==> config.mk <==
export PLATFORM = sky130hd
export DESIGN_NAME = associated_legendre_eval
export DESIGN_NICKNAME = d
export VERILOG_FILES = /design/src/design/alg_pkg.sv /design/src/design/alg_mul.sv /design/src/design/alg_div.sv /design/src/design/associated_legendre_eval.sv
export SDC_FILE = /design/constraint.sdc
export NUM_CORES = 2
export LEC_CHECK = 0
export BUFFER_PORTS_ARGS = -buffer_cell sky130_fd_sc_hd__buf_2
export CAP_MARGIN = 10
export CORE_MARGIN = 3
export CORE_UTILIZATION = 60
export DETAILED_ROUTE_END_ITERATION = 7
export PLACE_DENSITY = 0.86
export SLEW_MARGIN = 20
export SYNTH_ARGS = -nofsm -noshare
export SYNTH_HDL_FRONTEND = slang
export SYNTH_SLANG_ARGS = --single-unit
==> constraint.sdc <==
create_clock -name clk -period 16.54 [get_ports clk]
set_input_delay 4.135 -clock clk [delete_from_list [all_inputs] [get_ports clk]]
set_output_delay 4.135 -clock clk [all_outputs]
set_load 0.05 [all_outputs]
==> src/design/alg_pkg.sv <==
// Shared types, constants and helpers for the associated Legendre evaluator.
`default_nettype none

package alg_pkg;

    localparam int MAX_DEGREE_DEF = 8;
    localparam int FRAC_BITS_DEF  = 24;

    // Term and wide intermediate widths
    localparam int VAL_W  = 48;
    localparam int WIDE_W = 58;

    // Shared multiplier: two chunks of the A operand against one B operand
    localparam int MUL_CHUNK_W = 27;
    localparam int MUL_A_W     = 2 * MUL_CHUNK_W;
    localparam int MUL_B_W     = 18;
    localparam int MUL_P_W     = 72;

    // Divider: dividend taken one byte a cycle, small integer divisor
    localparam int DIV_W       = 56;
    localparam int DIV_DIGIT_W = 8;
    localparam int DIV_DIGITS  = DIV_W / DIV_DIGIT_W;
    localparam int DEN_W       = 4;

    typedef logic [1:0] status_t;

    localparam status_t STATUS_OK      = 2'd0;
    localparam status_t STATUS_INVALID = 2'd1;
    localparam status_t STATUS_SAT     = 2'd2;

    typedef enum logic [2:0] {
        ST_IDLE,
        ST_DIAG_CHK,
        ST_REC_CHK,
        ST_MUL_GO,
        ST_MUL_WAIT,
        ST_DIV_GO,
        ST_DIV_WAIT,
        ST_DONE
    } state_t;

    typedef enum logic [2:0] {
        OP_DIAG_C,
        OP_DIAG_S,
        OP_NEXT_C,
        OP_NEXT_X,
        OP_REC_C,
        OP_REC_X,
        OP_REC_U
    } op_t;

    typedef struct packed {
        logic                    sat;
        logic signed [VAL_W-1:0] val;
    } clamp_t;

    // Clamp a wide signed value into a term, flagging saturation
    function automatic clamp_t clamp_term(input logic signed [WIDE_W-1:0] v);
        clamp_t r;
        if (v[WIDE_W-1:VAL_W-1] == '0 || v[WIDE_W-1:VAL_W-1] == '1) begin
            r.sat = 1'b0;
            r.val = v[VAL_W-1:0];
        end else begin
            r.sat = 1'b1;
            r.val = v[WIDE_W-1] ? {1'b1, {(VAL_W-1){1'b0}}} : {1'b0, {(VAL_W-1){1'b1}}};
        end
        return r;
    endfunction

endpackage

`default_nettype wire

==> src/design/alg_mul.sv <==
// Shared 27x18 multiply-accumulate unit: 54-bit by 18-bit product from two partial products, low chunk first.
`default_nettype none

module alg_mul (
    input  logic                          clk,
    input  logic                          rst_n,
    input  logic                          start,
    input  logic [alg_pkg::MUL_A_W-1:0]   a,
    input  logic [alg_pkg::MUL_B_W-1:0]   b,
    output logic [alg_pkg::MUL_P_W-1:0]   prod,
    output logic                          done
);
    import alg_pkg::*;

    localparam int PP_W = MUL_CHUNK_W + MUL_B_W;

    logic                   hi_phase_reg;
    logic                   done_reg;
    logic [MUL_CHUNK_W-1:0] a_hi_reg;
    logic [MUL_B_W-1:0]     b_reg;
    logic [MUL_P_W-1:0]     acc_reg;
    logic [MUL_P_W-1:0]     acc_next;
    logic [MUL_CHUNK_W-1:0] op_a;
    logic [MUL_B_W-1:0]     op_b;
    logic [PP_W-1:0]        pp;

    // Low chunk straight from the operand on start, high chunk from the latch
    assign op_a = hi_phase_reg ? a_hi_reg : a[MUL_CHUNK_W-1:0];
    assign op_b = hi_phase_reg ? b_reg : b;
    assign pp   = PP_W'(op_a) * PP_W'(op_b);

    always_comb
    begin
        if (hi_phase_reg)
        begin
            acc_next = acc_reg + (MUL_P_W'(pp) << MUL_CHUNK_W);
        end
        else
        begin
            acc_next = MUL_P_W'(pp);
        end
    end

    always_ff @(posedge clk or negedge rst_n)
    begin
        if (!rst_n)
        begin
            hi_phase_reg <= 1'b0;
            done_reg     <= 1'b0;
        end
        else
        begin
            hi_phase_reg <= start & ~hi_phase_reg;
            done_reg     <= hi_phase_reg;
        end
    end

    always_ff @(posedge clk)
    begin
        if (start && !hi_phase_reg)
        begin
            a_hi_reg <= a[MUL_A_W-1:MUL_CHUNK_W];
            b_reg    <= b;
        end
        if (start || hi_phase_reg)
        begin
            acc_reg <= acc_next;
        end
    end

    assign prod = acc_reg;
    assign done = done_reg;

endmodule

`default_nettype wire

==> src/design/alg_div.sv <==
// Divider by a small integer with one dividend byte resolved each cycle.
`default_nettype none

module alg_div (
    input  logic                        clk,
    input  logic                        rst_n,
    input  logic                        start,
    input  logic [alg_pkg::DIV_W-1:0]   num,
    input  logic [alg_pkg::DEN_W-1:0]   den,
    output logic [alg_pkg::DIV_W-1:0]   quo,
    output logic                        done
);
    import alg_pkg::*;

    localparam int CNT_W = $clog2(DIV_DIGITS);

    logic                   busy_reg;
    logic                   done_reg;
    logic [CNT_W-1:0]       cnt_reg;
    logic [DIV_W-1:0]       num_reg;
    logic [DIV_W-1:0]       quo_reg;
    logic [DEN_W-1:0]       rem_reg;
    logic [DEN_W-1:0]       den_reg;
    logic [DEN_W-1:0]       rem_step;
    logic [DIV_DIGIT_W-1:0] q_digit;

    // Restoring steps over the top byte; the remainder stays below den
    always_comb
    begin
        logic [DEN_W:0] trial;
        rem_step = rem_reg;
        q_digit  = '0;
        trial    = '0;
        for (int j = DIV_DIGIT_W - 1; j >= 0; j--)
        begin
            trial = {rem_step, num_reg[DIV_W-DIV_DIGIT_W+j]};
            if (trial >= {1'b0, den_reg})
            begin
                q_digit[j] = 1'b1;
                rem_step   = DEN_W'(trial - {1'b0, den_reg});
            end
            else
            begin
                q_digit[j] = 1'b0;
                rem_step   = trial[DEN_W-1:0];
            end
        end
    end

    always_ff @(posedge clk or negedge rst_n)
    begin
        if (!rst_n)
        begin
            busy_reg <= 1'b0;
            done_reg <= 1'b0;
            cnt_reg  <= '0;
        end
        else
        begin
            done_reg <= busy_reg && (cnt_reg == '0);
            if (start && !busy_reg)
            begin
                busy_reg <= 1'b1;
                cnt_reg  <= CNT_W'(DIV_DIGITS - 1);
            end
            else if (busy_reg)
            begin
                cnt_reg <= cnt_reg - CNT_W'(1);
                if (cnt_reg == '0)
                begin
                    busy_reg <= 1'b0;
                end
            end
        end
    end

    always_ff @(posedge clk)
    begin
        if (start && !busy_reg)
        begin
            num_reg <= num;
            den_reg <= den;
            rem_reg <= '0;
        end
        else if (busy_reg)
        begin
            num_reg <= num_reg << DIV_DIGIT_W;
            quo_reg <= {quo_reg[DIV_W-DIV_DIGIT_W-1:0], q_digit};
            rem_reg <= rem_step;
        end
    end

    assign quo  = quo_reg;
    assign done = done_reg;

endmodule

`default_nettype wire

==> src/design/associated_legendre_eval.sv <==
// Associated Legendre function evaluator: sequencer around a shared multiplier and divider.
//
//  channel  direction  handshake             payload
//  in       sink       in_valid / in_stall   degree, order_m, cos_theta, sin_theta
//  out      source     out_valid / out_stall value, status
//
// An invalid item goes straight to completion. Each diagonal step is two passes
// through the shared multiplier; each recurrence step is three multiplier passes
// and one byte-serial division.
// in_stall is high from acceptance until the result moves to the output register.
// A finished result waits in the output register while the next item is taken.
// Reset clears the sequencer and the output valid.
`default_nettype none

module associated_legendre_eval #(
    parameter int MAX_DEGREE       = alg_pkg::MAX_DEGREE_DEF,
    parameter int RESULT_FRAC_BITS = alg_pkg::FRAC_BITS_DEF
) (
    input  logic                               clk,
    input  logic                               rst_n,
    input  logic                               in_valid,
    output logic                               in_stall,
    input  logic [3:0]                         degree,
    input  logic [3:0]                         order_m,
    input  logic signed [17:0]                 cos_theta,
    input  logic [16:0]                        sin_theta,
    output logic                               out_valid,
    input  logic                               out_stall,
    output logic signed [alg_pkg::VAL_W-1:0]   value,
    output alg_pkg::status_t                   status
);
    import alg_pkg::*;

    localparam int T_W = 52;

    state_t                   state_reg, state_next;
    op_t                      op_reg, op_next;
    logic                     out_valid_reg, out_valid_next;

    logic [3:0]               l_reg, l_next;
    logic [3:0]               m_reg, m_next;
    logic signed [17:0]       x_reg, x_next;
    logic [16:0]              s_reg, s_next;
    logic signed [VAL_W-1:0]  pmm_reg, pmm_next;
    logic signed [VAL_W-1:0]  pmmp1_reg, pmmp1_next;
    logic [4:0]               k_reg, k_next;
    logic [T_W-1:0]           t_reg, t_next;
    logic                     neg_reg, neg_next;
    logic signed [DIV_W-1:0]  term_reg, term_next;
    logic [DIV_W-1:0]         numabs_reg, numabs_next;
    logic                     numneg_reg, numneg_next;
    logic                     sat_reg, sat_next;
    logic                     inv_reg, inv_next;
    logic signed [VAL_W-1:0]  value_reg, value_next;
    status_t                  status_reg, status_next;

    logic                     mul_start, mul_done;
    logic [MUL_A_W-1:0]       mul_a;
    logic [MUL_B_W-1:0]       mul_b;
    logic [MUL_P_W-1:0]       mul_prod;
    logic                     div_start, div_done;
    logic [DIV_W-1:0]         div_quo;
    logic [DIV_W-1:0]         div_num;

    logic                     bad_in;
    logic [VAL_W-1:0]         pmm_abs, pmmp1_abs;
    logic [17:0]              x_abs;
    logic [4:0]               coef_odd, coef_m2p1, coef_kmm1;
    logic [DEN_W-1:0]         den;
    logic [MUL_P_W-1:0]       rnd_sum;
    logic signed [WIDE_W-1:0] mag_w, prod_signed, u_w, u_signed, num_w, num_abs_w;
    logic signed [WIDE_W-1:0] quo_w, pll_w;
    clamp_t                   cl_diag, cl_fwd, cl_div;

    assign bad_in = (order_m > degree) || ({1'b0, degree} > 5'(MAX_DEGREE));

    assign pmm_abs   = pmm_reg[VAL_W-1] ? VAL_W'(-pmm_reg) : pmm_reg;
    assign pmmp1_abs = pmmp1_reg[VAL_W-1] ? VAL_W'(-pmmp1_reg) : pmmp1_reg;
    assign x_abs     = x_reg[17] ? 18'(-x_reg) : x_reg;

    assign coef_odd  = 5'({k_reg[3:0], 1'b0} - 5'd1);
    assign coef_m2p1 = {m_reg, 1'b1};
    assign coef_kmm1 = 5'(k_reg + {1'b0, m_reg} - 5'd1);
    assign den       = DEN_W'(k_reg - {1'b0, m_reg});

    // Round the Q2.16 product half away from zero on the magnitude
    assign rnd_sum     = mul_prod + {{(MUL_P_W-16){1'b0}}, 16'h8000};
    assign mag_w       = signed'({2'b00, rnd_sum[MUL_P_W-1:16]});
    assign prod_signed = neg_reg ? -mag_w : mag_w;

    // Recurrence numerator: rounded product minus exact coefficient product
    assign u_w       = signed'({{(WIDE_W-T_W){1'b0}}, mul_prod[T_W-1:0]});
    assign u_signed  = pmm_reg[VAL_W-1] ? -u_w : u_w;
    assign num_w     = WIDE_W'(term_reg) - u_signed;
    assign num_abs_w = num_w[WIDE_W-1] ? -num_w : num_w;

    assign div_num = numabs_reg + {{(DIV_W-(DEN_W-1)){1'b0}}, den[DEN_W-1:1]};
    assign quo_w   = signed'({2'b00, div_quo});
    assign pll_w   = numneg_reg ? -quo_w : quo_w;

    assign cl_diag = clamp_term(-prod_signed);
    assign cl_fwd  = clamp_term(prod_signed);
    assign cl_div  = clamp_term(pll_w);

    alg_mul u_mul (
        .clk   (clk),
        .rst_n (rst_n),
        .start (mul_start),
        .a     (mul_a),
        .b     (mul_b),
        .prod  (mul_prod),
        .done  (mul_done)
    );

    alg_div u_div (
        .clk   (clk),
        .rst_n (rst_n),
        .start (div_start),
        .num   (div_num),
        .den   (den),
        .quo   (div_quo),
        .done  (div_done)
    );

    always_comb
    begin
        state_next     = state_reg;
        op_next        = op_reg;
        out_valid_next = out_valid_reg & out_stall;
        l_next         = l_reg;
        m_next         = m_reg;
        x_next         = x_reg;
        s_next         = s_reg;
        pmm_next       = pmm_reg;
        pmmp1_next     = pmmp1_reg;
        k_next         = k_reg;
        t_next         = t_reg;
        neg_next       = neg_reg;
        term_next      = term_reg;
        numabs_next    = numabs_reg;
        numneg_next    = numneg_reg;
        sat_next       = sat_reg;
        inv_next       = inv_reg;
        value_next     = value_reg;
        status_next    = status_reg;
        mul_start      = 1'b0;
        mul_a          = '0;
        mul_b          = '0;
        div_start      = 1'b0;

        unique case (state_reg)
            ST_IDLE:
            begin
                if (in_valid)
                begin
                    l_next     = degree;
                    m_next     = order_m;
                    x_next     = cos_theta;
                    s_next     = sin_theta;
                    pmm_next   = VAL_W'(1) << RESULT_FRAC_BITS;
                    k_next     = 5'd1;
                    sat_next   = 1'b0;
                    inv_next   = bad_in;
                    state_next = bad_in ? ST_DONE : ST_DIAG_CHK;
                end
            end

            ST_DIAG_CHK:
            begin
                if (k_reg <= {1'b0, m_reg})
                begin
                    op_next    = OP_DIAG_C;
                    state_next = ST_MUL_GO;
                end
                else if (l_reg == m_reg)
                begin
                    state_next = ST_DONE;
                end
                else
                begin
                    op_next    = OP_NEXT_C;
                    state_next = ST_MUL_GO;
                end
            end

            ST_REC_CHK:
            begin
                if (k_reg <= {1'b0, l_reg})
                begin
                    op_next    = OP_REC_C;
                    state_next = ST_MUL_GO;
                end
                else
                begin
                    state_next = ST_DONE;
                end
            end

            ST_MUL_GO:
            begin
                mul_start  = 1'b1;
                state_next = ST_MUL_WAIT;
                case (op_reg) inside
                    OP_DIAG_C:
                    begin
                        mul_a    = MUL_A_W'(pmm_abs);
                        mul_b    = MUL_B_W'(coef_odd);
                        neg_next = pmm_reg[VAL_W-1];
                    end
                    OP_DIAG_S:
                    begin
                        mul_a = MUL_A_W'(t_reg);
                        mul_b = MUL_B_W'(s_reg);
                    end
                    OP_NEXT_C:
                    begin
                        mul_a    = MUL_A_W'(pmm_abs);
                        mul_b    = MUL_B_W'(coef_m2p1);
                        neg_next = pmm_reg[VAL_W-1];
                    end
                    OP_NEXT_X, OP_REC_X:
                    begin
                        mul_a    = MUL_A_W'(t_reg);
                        mul_b    = x_abs;
                        neg_next = neg_reg ^ x_reg[17];
                    end
                    OP_REC_C:
                    begin
                        mul_a    = MUL_A_W'(pmmp1_abs);
                        mul_b    = MUL_B_W'(coef_odd);
                        neg_next = pmmp1_reg[VAL_W-1];
                    end
                    OP_REC_U:
                    begin
                        mul_a = MUL_A_W'(pmm_abs);
                        mul_b = MUL_B_W'(coef_kmm1);
                    end
                    default:
                    begin
                        mul_a = '0;
                    end
                endcase
            end

            ST_MUL_WAIT:
            begin
                if (mul_done)
                begin
                    case (op_reg)
                        OP_DIAG_C:
                        begin
                            t_next     = mul_prod[T_W-1:0];
                            op_next    = OP_DIAG_S;
                            state_next = ST_MUL_GO;
                        end
                        OP_DIAG_S:
                        begin
                            // Condon-Shortley sign on each diagonal factor
                            pmm_next   = cl_diag.val;
                            sat_next   = sat_reg | cl_diag.sat;
                            k_next     = 5'(k_reg + 5'd1);
                            state_next = ST_DIAG_CHK;
                        end
                        OP_NEXT_C:
                        begin
                            t_next     = mul_prod[T_W-1:0];
                            op_next    = OP_NEXT_X;
                            state_next = ST_MUL_GO;
                        end
                        OP_NEXT_X:
                        begin
                            pmmp1_next = cl_fwd.val;
                            sat_next   = sat_reg | cl_fwd.sat;
                            k_next     = 5'({1'b0, m_reg} + 5'd2);
                            state_next = ST_REC_CHK;
                        end
                        OP_REC_C:
                        begin
                            t_next     = mul_prod[T_W-1:0];
                            op_next    = OP_REC_X;
                            state_next = ST_MUL_GO;
                        end
                        OP_REC_X:
                        begin
                            term_next  = prod_signed[DIV_W-1:0];
                            op_next    = OP_REC_U;
                            state_next = ST_MUL_GO;
                        end
                        OP_REC_U:
                        begin
                            numabs_next = num_abs_w[DIV_W-1:0];
                            numneg_next = num_w[WIDE_W-1];
                            state_next  = ST_DIV_GO;
                        end
                        default:
                        begin
                            state_next = ST_IDLE;
                        end
                    endcase
                end
            end

            ST_DIV_GO:
            begin
                div_start  = 1'b1;
                state_next = ST_DIV_WAIT;
            end

            ST_DIV_WAIT:
            begin
                if (div_done)
                begin
                    // Advance the recurrence window
                    pmm_next   = pmmp1_reg;
                    pmmp1_next = cl_div.val;
                    sat_next   = sat_reg | cl_div.sat;
                    k_next     = 5'(k_reg + 5'd1);
                    state_next = ST_REC_CHK;
                end
            end

            ST_DONE:
            begin
                // Hold until the output register is free or being emptied
                if (!out_valid_reg || !out_stall)
                begin
                    out_valid_next = 1'b1;
                    if (inv_reg)
                    begin
                        value_next  = '0;
                        status_next = STATUS_INVALID;
                    end
                    else
                    begin
                        value_next  = (l_reg == m_reg) ? pmm_reg : pmmp1_reg;
                        status_next = sat_reg ? STATUS_SAT : STATUS_OK;
                    end
                    state_next = ST_IDLE;
                end
            end

            default:
            begin
                state_next = ST_IDLE;
            end
        endcase
    end

    always_ff @(posedge clk or negedge rst_n)
    begin
        if (!rst_n)
        begin
            state_reg     <= ST_IDLE;
            op_reg        <= OP_DIAG_C;
            out_valid_reg <= 1'b0;
        end
        else
        begin
            state_reg     <= state_next;
            op_reg        <= op_next;
            out_valid_reg <= out_valid_next;
        end
    end

    always_ff @(posedge clk)
    begin
        l_reg      <= l_next;
        m_reg      <= m_next;
        x_reg      <= x_next;
        s_reg      <= s_next;
        pmm_reg    <= pmm_next;
        pmmp1_reg  <= pmmp1_next;
        k_reg      <= k_next;
        t_reg      <= t_next;
        neg_reg    <= neg_next;
        term_reg   <= term_next;
        numabs_reg <= numabs_next;
        numneg_reg <= numneg_next;
        sat_reg    <= sat_next;
        inv_reg    <= inv_next;
        value_reg  <= value_next;
        status_reg <= status_next;
    end

    assign in_stall  = (state_reg != ST_IDLE);
    assign out_valid = out_valid_reg;
    assign value     = value_reg;
    assign status    = status_reg;

    a_invalid_zero: assert property (@(posedge clk) disable iff (!rst_n)
        out_valid && status == STATUS_INVALID |-> value == '0)
        else $error("invalid item delivered with non-zero value");

    a_status_legal: assert property (@(posedge clk) disable iff (!rst_n)
        out_valid |-> (status == STATUS_OK || status == STATUS_INVALID ||
                       status == STATUS_SAT))
        else $error("status code outside the defined set");

    a_bad_item_skips: assert property (@(posedge clk) disable iff (!rst_n)
        in_valid && !in_stall && (order_m > degree) |=> state_reg == ST_DONE && inv_reg)
        else $error("order above degree did not go straight to completion");

    a_units_exclusive: assert property (@(posedge clk) disable iff (!rst_n)
        mul_done |-> state_reg == ST_MUL_WAIT && !div_done)
        else $error("multiplier finished outside its wait state");

endmodule

`default_nettype wire
# --- Word level (Yosys, flattened, before mapping) ---
# Index checks and enable logic that the tools add are counted.
totals:
  register_bits: 613
  input_bits: 47
  out_inout_bits: 52
  elab_cells: 252
op_classes:
  n_addsub: 27
  mul: 1
  n_lt_le_gt_ge: 12
  eq_ne: 28
  muxes: 99
  n_bitwise: 9
  n_reduce_logical: 42
ops:
  columns: ["operator", "count"]
  rows:
  - ["two-way mux 48 bit", 16]
  - ["two-way mux 58 bit", 3]
  - ["two-way mux 56 bit", 3]
  - ["two-way mux 52 bit", 3]
  - ["two-way mux 49 bit", 3]
  - ["case mux 48 bit (3 select lines)", 1]
  - ["two-way mux 18 bit", 7]
  - ["negator 56 -> 58 bit", 2]
  - ["negator 48 bit", 2]
  - ["case mux 48 bit (2 select lines)", 1]
  - ["adder 72 x 16 -> 72 bit (second input constant)", 1]
  - ["adder 72 bit", 1]
  - ["negator 52 -> 58 bit", 1]
  - ["negator 58 bit", 1]
  - ["subtractor 56 x 58 -> 58 bit", 1]
  - ["adder 56 x 3 -> 56 bit", 1]
  - ["negator 56 bit", 1]
  - ["two-way mux 27 bit", 2]
  - ["multiplier 27 x 18 -> 45 bit", 1]
  - ["two-way mux 45 bit", 1]
  - ["two-way mux 3 bit", 14]
  - [">= comparator 5 x 4 -> 1 bit", 8]
  - ["subtractor 4 bit", 9]
  - ["equality test 11 bit (second input constant)", 3]
  - ["48 further kinds", 132]

# --- Logic depth before layout (Yosys ltp) ---
depth:
  word_depth: 16
  mapped_depth: 70
  mapped_depth_nobuf: 68

# --- Hierarchy ---
# Synthesis repeated with hierarchy kept, for this count alone.
hier_totals:
  cells_unflattened: 6410
  area_unflattened_um2: 60250.3
by_module_without_submodules:
  columns: ["mod", "instances", "cells_per_inst", "area_each_um2", "seq_area_each_um2"]
  rows:
  - ["associated_legendre_eval", 1, 3506, 31311.3, 11045.6]
  - ["alg_mul", 1, 2460, 22625.4, 3563.4]
  - ["alg_div", 1, 444, 6313.6, 3688.5]

# --- Worst setup path before layout ---
# No wires, ideal clock.
synth_timing:
  kind: "reg2reg"
  start: "reg u_div.den_reg[1]"
  end: "reg u_div.rem_reg[0]"
  setup_ns: 0.117
  arrival_ns: 12.104
  t_required_ns: 16.423
  slack_ns: 4.320
  stages_incl_launch_ff: 65
  path_buffers: 2
  synth_period_minus_slack_ns: 12.220
  cell_sequence: "edfxtp_1 -> inv_1 -> ha_1 -> nor2b_1 -> o21a_1 -> o21ai_0 -> nor2b_1 -> mux2_2 -> inv_1 -> ha_1 -> a21o_1 -> a21o_1 -> a221oi_1 -> inv_1 -> o21ai_0 -> inv_1 -> ha_1 -> o21ai_0 -> (+29 left out) -> clkbuf_1 -> o21ai_0 -> inv_1 -> ha_1 -> o21ai_0 -> nand2b_1 -> a21o_1 -> a21oi_1 -> nand2_1 -> a21oi_1 -> ha_1 -> o21ai_0 -> nand2b_1 -> a21o_1 -> a21oi_1 -> o21ai_1 -> mux2i_1 -> a22o_1"
synth_via:
  elab_chain_len: 16
  elab_cells_between_ends: 23
  classes_between: "7 x add/sub; 8 x order compare; 8 x mux"
synth_rtl:
  columns: ["element", "line", "source"]
  rows:
  - ["start: declaration", "alg_div.sv:23", "logic [DEN_W-1:0] den_reg;"]
  - ["start signal: assignment", "alg_div.sv:82", "den_reg <= den;"]
  - ["subtractor 4 bit or >= comparator 5 x 4 -> 1 bit (tied branches)", "alg_div.sv:40, alg_div.sv:37", null]
  - ["two-way mux 4 bit", "alg_div.sv:37", "if (trial >= {1'b0, den_reg})"]
  - ["subtractor 4 bit or >= comparator 5 x 4 -> 1 bit (tied branches)", "alg_div.sv:40, alg_div.sv:37", null]
  - ["two-way mux 4 bit", "alg_div.sv:37", null]
  - ["subtractor 4 bit or >= comparator 5 x 4 -> 1 bit (tied branches)", "alg_div.sv:40, alg_div.sv:37", null]
  - ["two-way mux 4 bit", "alg_div.sv:37", null]
  - [">= comparator 5 x 4 -> 1 bit or subtractor 4 bit (tied branches)", "alg_div.sv:37, alg_div.sv:40", null]
  - ["two-way mux 4 bit", "alg_div.sv:37", null]
  - ["subtractor 4 bit or >= comparator 5 x 4 -> 1 bit (tied branches)", "alg_div.sv:40, alg_div.sv:37", null]
  - ["two-way mux 4 bit", "alg_div.sv:37", null]
  - ["subtractor 4 bit or >= comparator 5 x 4 -> 1 bit (tied branches)", "alg_div.sv:40, alg_div.sv:37", null]
  - ["two-way mux 4 bit", "alg_div.sv:37", null]
  - ["subtractor 4 bit or >= comparator 5 x 4 -> 1 bit (tied branches)", "alg_div.sv:40, alg_div.sv:37", null]
  - ["two-way mux 4 bit", "alg_div.sv:37", null]
  - [">= comparator 5 x 4 -> 1 bit (*)", "alg_div.sv:37", null]
  - ["two-way mux 4 bit (*)", "alg_div.sv:37", null]
  - ["end signal: assignment", "alg_div.sv:89", "rem_reg <= rem_step;"]
  - ["end: declaration", "alg_div.sv:22", "logic [DEN_W-1:0] rem_reg;"]
# Mark *: on every way between the ends. The rest lies on a longest branch, timed or not.
# A chain may end at the register's enable or synchronous reset.

# --- Worst setup path in the final report ---
# Ends and elaborated chain as after synthesis.

==> results.yml <==
clock_network:
  clk_latency_ns: 0.66
  ctsHoldBuffers: 0
  cts.sinks: 611
  cts_setup_buffers: 0
  cts_resized: 0
  cts_tree: "done"
  clk_pin_slew_ns: 0.07
  clockRootBuffer: "clkbuf_16"
  cts_buffers: 69
  htreeDepth: 3
  clk_path_buf_depth: 3
sta:
  max_freq_mhz: 70.7
  clock_skew_ns: 0.0462
  drv_slew: 0
  tns_ns: 0
  period_minus_slack_ns: 14.14
  slew_headroom_pct: 13.7
  post-route-period-util_pct: 85.5
  hold_violations: 0
  max_slew.worst_pin.slew_ns: 1.29
  finalSetupViolCount: 0
  rsz0062_at_grt: "false"
die:
  dieArea_um2: 100000
  initial_core_util_pct: 60.7
  io_pins: 99
  fp.dieW_um: 316
  core-area_um2: 95300
  num_rows: 113
  die_h_um: 316
yosys:
  synthTopCellsByArea: "edfxtp_1, fa_1, ha_1"
  ys_async_sr_fraction_pct: 2.29
  netlist_area_um2: 57800
  syn_nets: 6929
  synth_top_area_share_pct: 30.8
  yosysSeqAreaShare_pct: 31.5
  yosys_most_used_dff: "edfxtp_1"
  ys_types: 103
  synth_edf_count: 593
  synth_seq_cells: 611
  netlist_instances: 6180
  synth_top_area_cell: "edfxtp_1"
  ys_warn_count: 0
  avgSynthCellArea_um2: 9.36
final_layout:
  multi_input_area_um2: 36400
  largest_register_ffs: 72
  seq_area_um2: 18200
  fin_nets: 6891
  design_area_um2: 62000
  drive_above_1_share_pct: 7.11
  fill_cells: 7355
  area_growth_syn_to_layout_pct: 7.12
routing:
  drt-wirelength-per-cell_um: 24.3
  drtPass1Iterations: 8
  via_per_inst: 6.57
  vias: 49000
  route.detailed.drc: 1
  final_antenna_net_count: 0
  drt_iter0_markers: 6720
  drt-total-wl_um: 181000
worst_setup_path:
  critPathKind: "reg -> reg"
  max_stage_delay_ns: 0.66
  arrival_ns: 14.68
  crit_slowest_cell: "edfxtp_1"
  end_kind: "flop"
  crit_path_max_fanout: 10
  cp-startpoint: "u_div.den_reg[1]"
  r2r_setup_slack_ns: 2.40
  reg2regPathDepth: 62
  cp-start-kind: "flop"
  worstPathRequired_ns: 17.08
  path_common_cell: "o21ai_0"
  r2r_end: "u_div.rem_reg[0]"
  rr_startpoint: "u_div.den_reg[1]"
placed_design:
  dpl_cell_area_um2: 59600
  port_buffers: 98
  place_congestion: 1.05
  dp.final_hpwl_um: 137000
grt:
  grt_use_total_pct: 35.6
  grt_max_degree: 102
  antenna_found_initial: 7
  grt_pass1_vias: 47100
  grt_overflow: 0
  grt_pass1_wl_um: 274000
outcome:
  outcome: "complete, but fails checks"
  violations: "DRC"
min_path:
  min_from: "u_div.cnt_reg[2]"
  hold_class: "reg -> reg"
  hold_end: "u_div.done"
  whs_path_depth: 1
flow_run:
  maxCapViolations: 0
==> metal layers <==
metal | vias up | GRT usage [%] | wire [um]
met3 | 625 | 8.78 | 22700
met5 | - | 0 | 37
met4 | 6 | 17.1 | 9900
met1 | 23700 | 47.9 | 68400
met2 | 3220 | 54.2 | 80300
li1 | 21500 | - | -
==> layout by cell type, fill, tap and decap left out, types with 18 or more instances in the layout <==
cell	n
nand2_1	759
edfxtp_1	593
inv_1	556
nor2_1	474
fa_1	413
xnor2_1	385
a21oi_1	324
o21ai_0	307
ha_1	289
xor2_1	235
buf_4	100
buf_2	99
nand3_1	97
o31ai_1	91
nor3_1	81
a21o_1	80
nor2b_1	77
mux2i_1	72
clkbuf_16	69
or3_1	66
nand2b_1	64
and2_1	60
nand4_1	59
o22ai_1	57
and3_1	56
a221o_1	47
or4_1	43
o41ai_1	42
nor4_1	42
a31oi_1	36
o21a_1	35
or2_2	27
a211oi_1	23
o21bai_1	23
o211ai_1	23
a211o_1	18
==> Yosys cell counts, drive strengths merged (51+ instances only) <==
| cell | instances |
|---|---|
| nand2 | 760 |
| edfxtp | 593 |
| inv | 558 |
| nor2 | 478 |
| fa | 413 |
| xnor2 | 387 |
| a21oi | 334 |
| o21ai | 322 |
| ha | 289 |
| clkbuf | 237 |
| xor2 | 237 |
| nand3 | 101 |
| o31ai | 95 |
| nor3 | 86 |
| a21o | 80 |
| nor2b | 77 |
| buf | 72 |
| mux2i | 72 |
| or3 | 66 |
| nand4 | 65 |
| nand2b | 64 |
| and2 | 62 |
| o22ai | 57 |
| and3 | 56 |
| nor4 | 51 |
==> per-stage QoR <==
stage               cells  setup WS (ns)  hold WS (ns)  utilization (%)
floorplan            6180           4.32         0.352                -
global placement     7334           2.57         0.443             62.5
detailed placement   7335           2.34         0.457             62.6
CTS                  7463           2.28         0.465             65.0
global route         7464          0.769         0.491             65.0
finish               7466           2.40         0.454             65.0
==> worst max-delay path, delay by kind of cell (launching register included) <==
| family | cells | cell delay [ns] |
|---|---|---|
| compound gates | 32 | 7.28 |
| fa+ha+maj | 8 | 2.45 |
| buf+inv | 8 | 1.16 |
| flops | 1 | 0.66 |
| mux | 2 | 0.60 |
| simple gates | 12 | 1.85 |
==> final cells by class <==
type / count / share of cell area, %
clock buffers: 82 / 2.87
diodes: 2 / 0.00808
repair buffers: 200 / 2.04
inverters: 562 / 3.41
flip-flops and latches: 611 / 29.5
clock inverters: 46 / 0.842
well taps: 1265 / 2.55
multi-input cells: 4698 / 58.8
==> worst max path at each step <==
stage                             endpoint  slack (ns)  cells past startpoint
after floorplan           u_div.rem_reg[0]        4.32                     64
final                     u_div.rem_reg[0]        2.40                     62
after global routing      u_div.rem_reg[0]        0.77                     62
after global placement    u_div.rem_reg[0]        2.57                     62
after detailed placement  u_div.rem_reg[0]        2.34                     62
after CTS                 u_div.rem_reg[0]        2.28                     62
==> cells by family after synthesis <==
family	share of synthesized area, %
muxes	1.58
and+or+nand+nor	16.4
adders and majority gates	20.5
DFF	31.5
xor gates and xnor gates	9.48
AOI/OAI and AO/OA	14.6
buffers and inverters	5.90
Power is not shown: default switching activity piles up to over one toggle a cycle in this logic, so the estimate is an artifact.
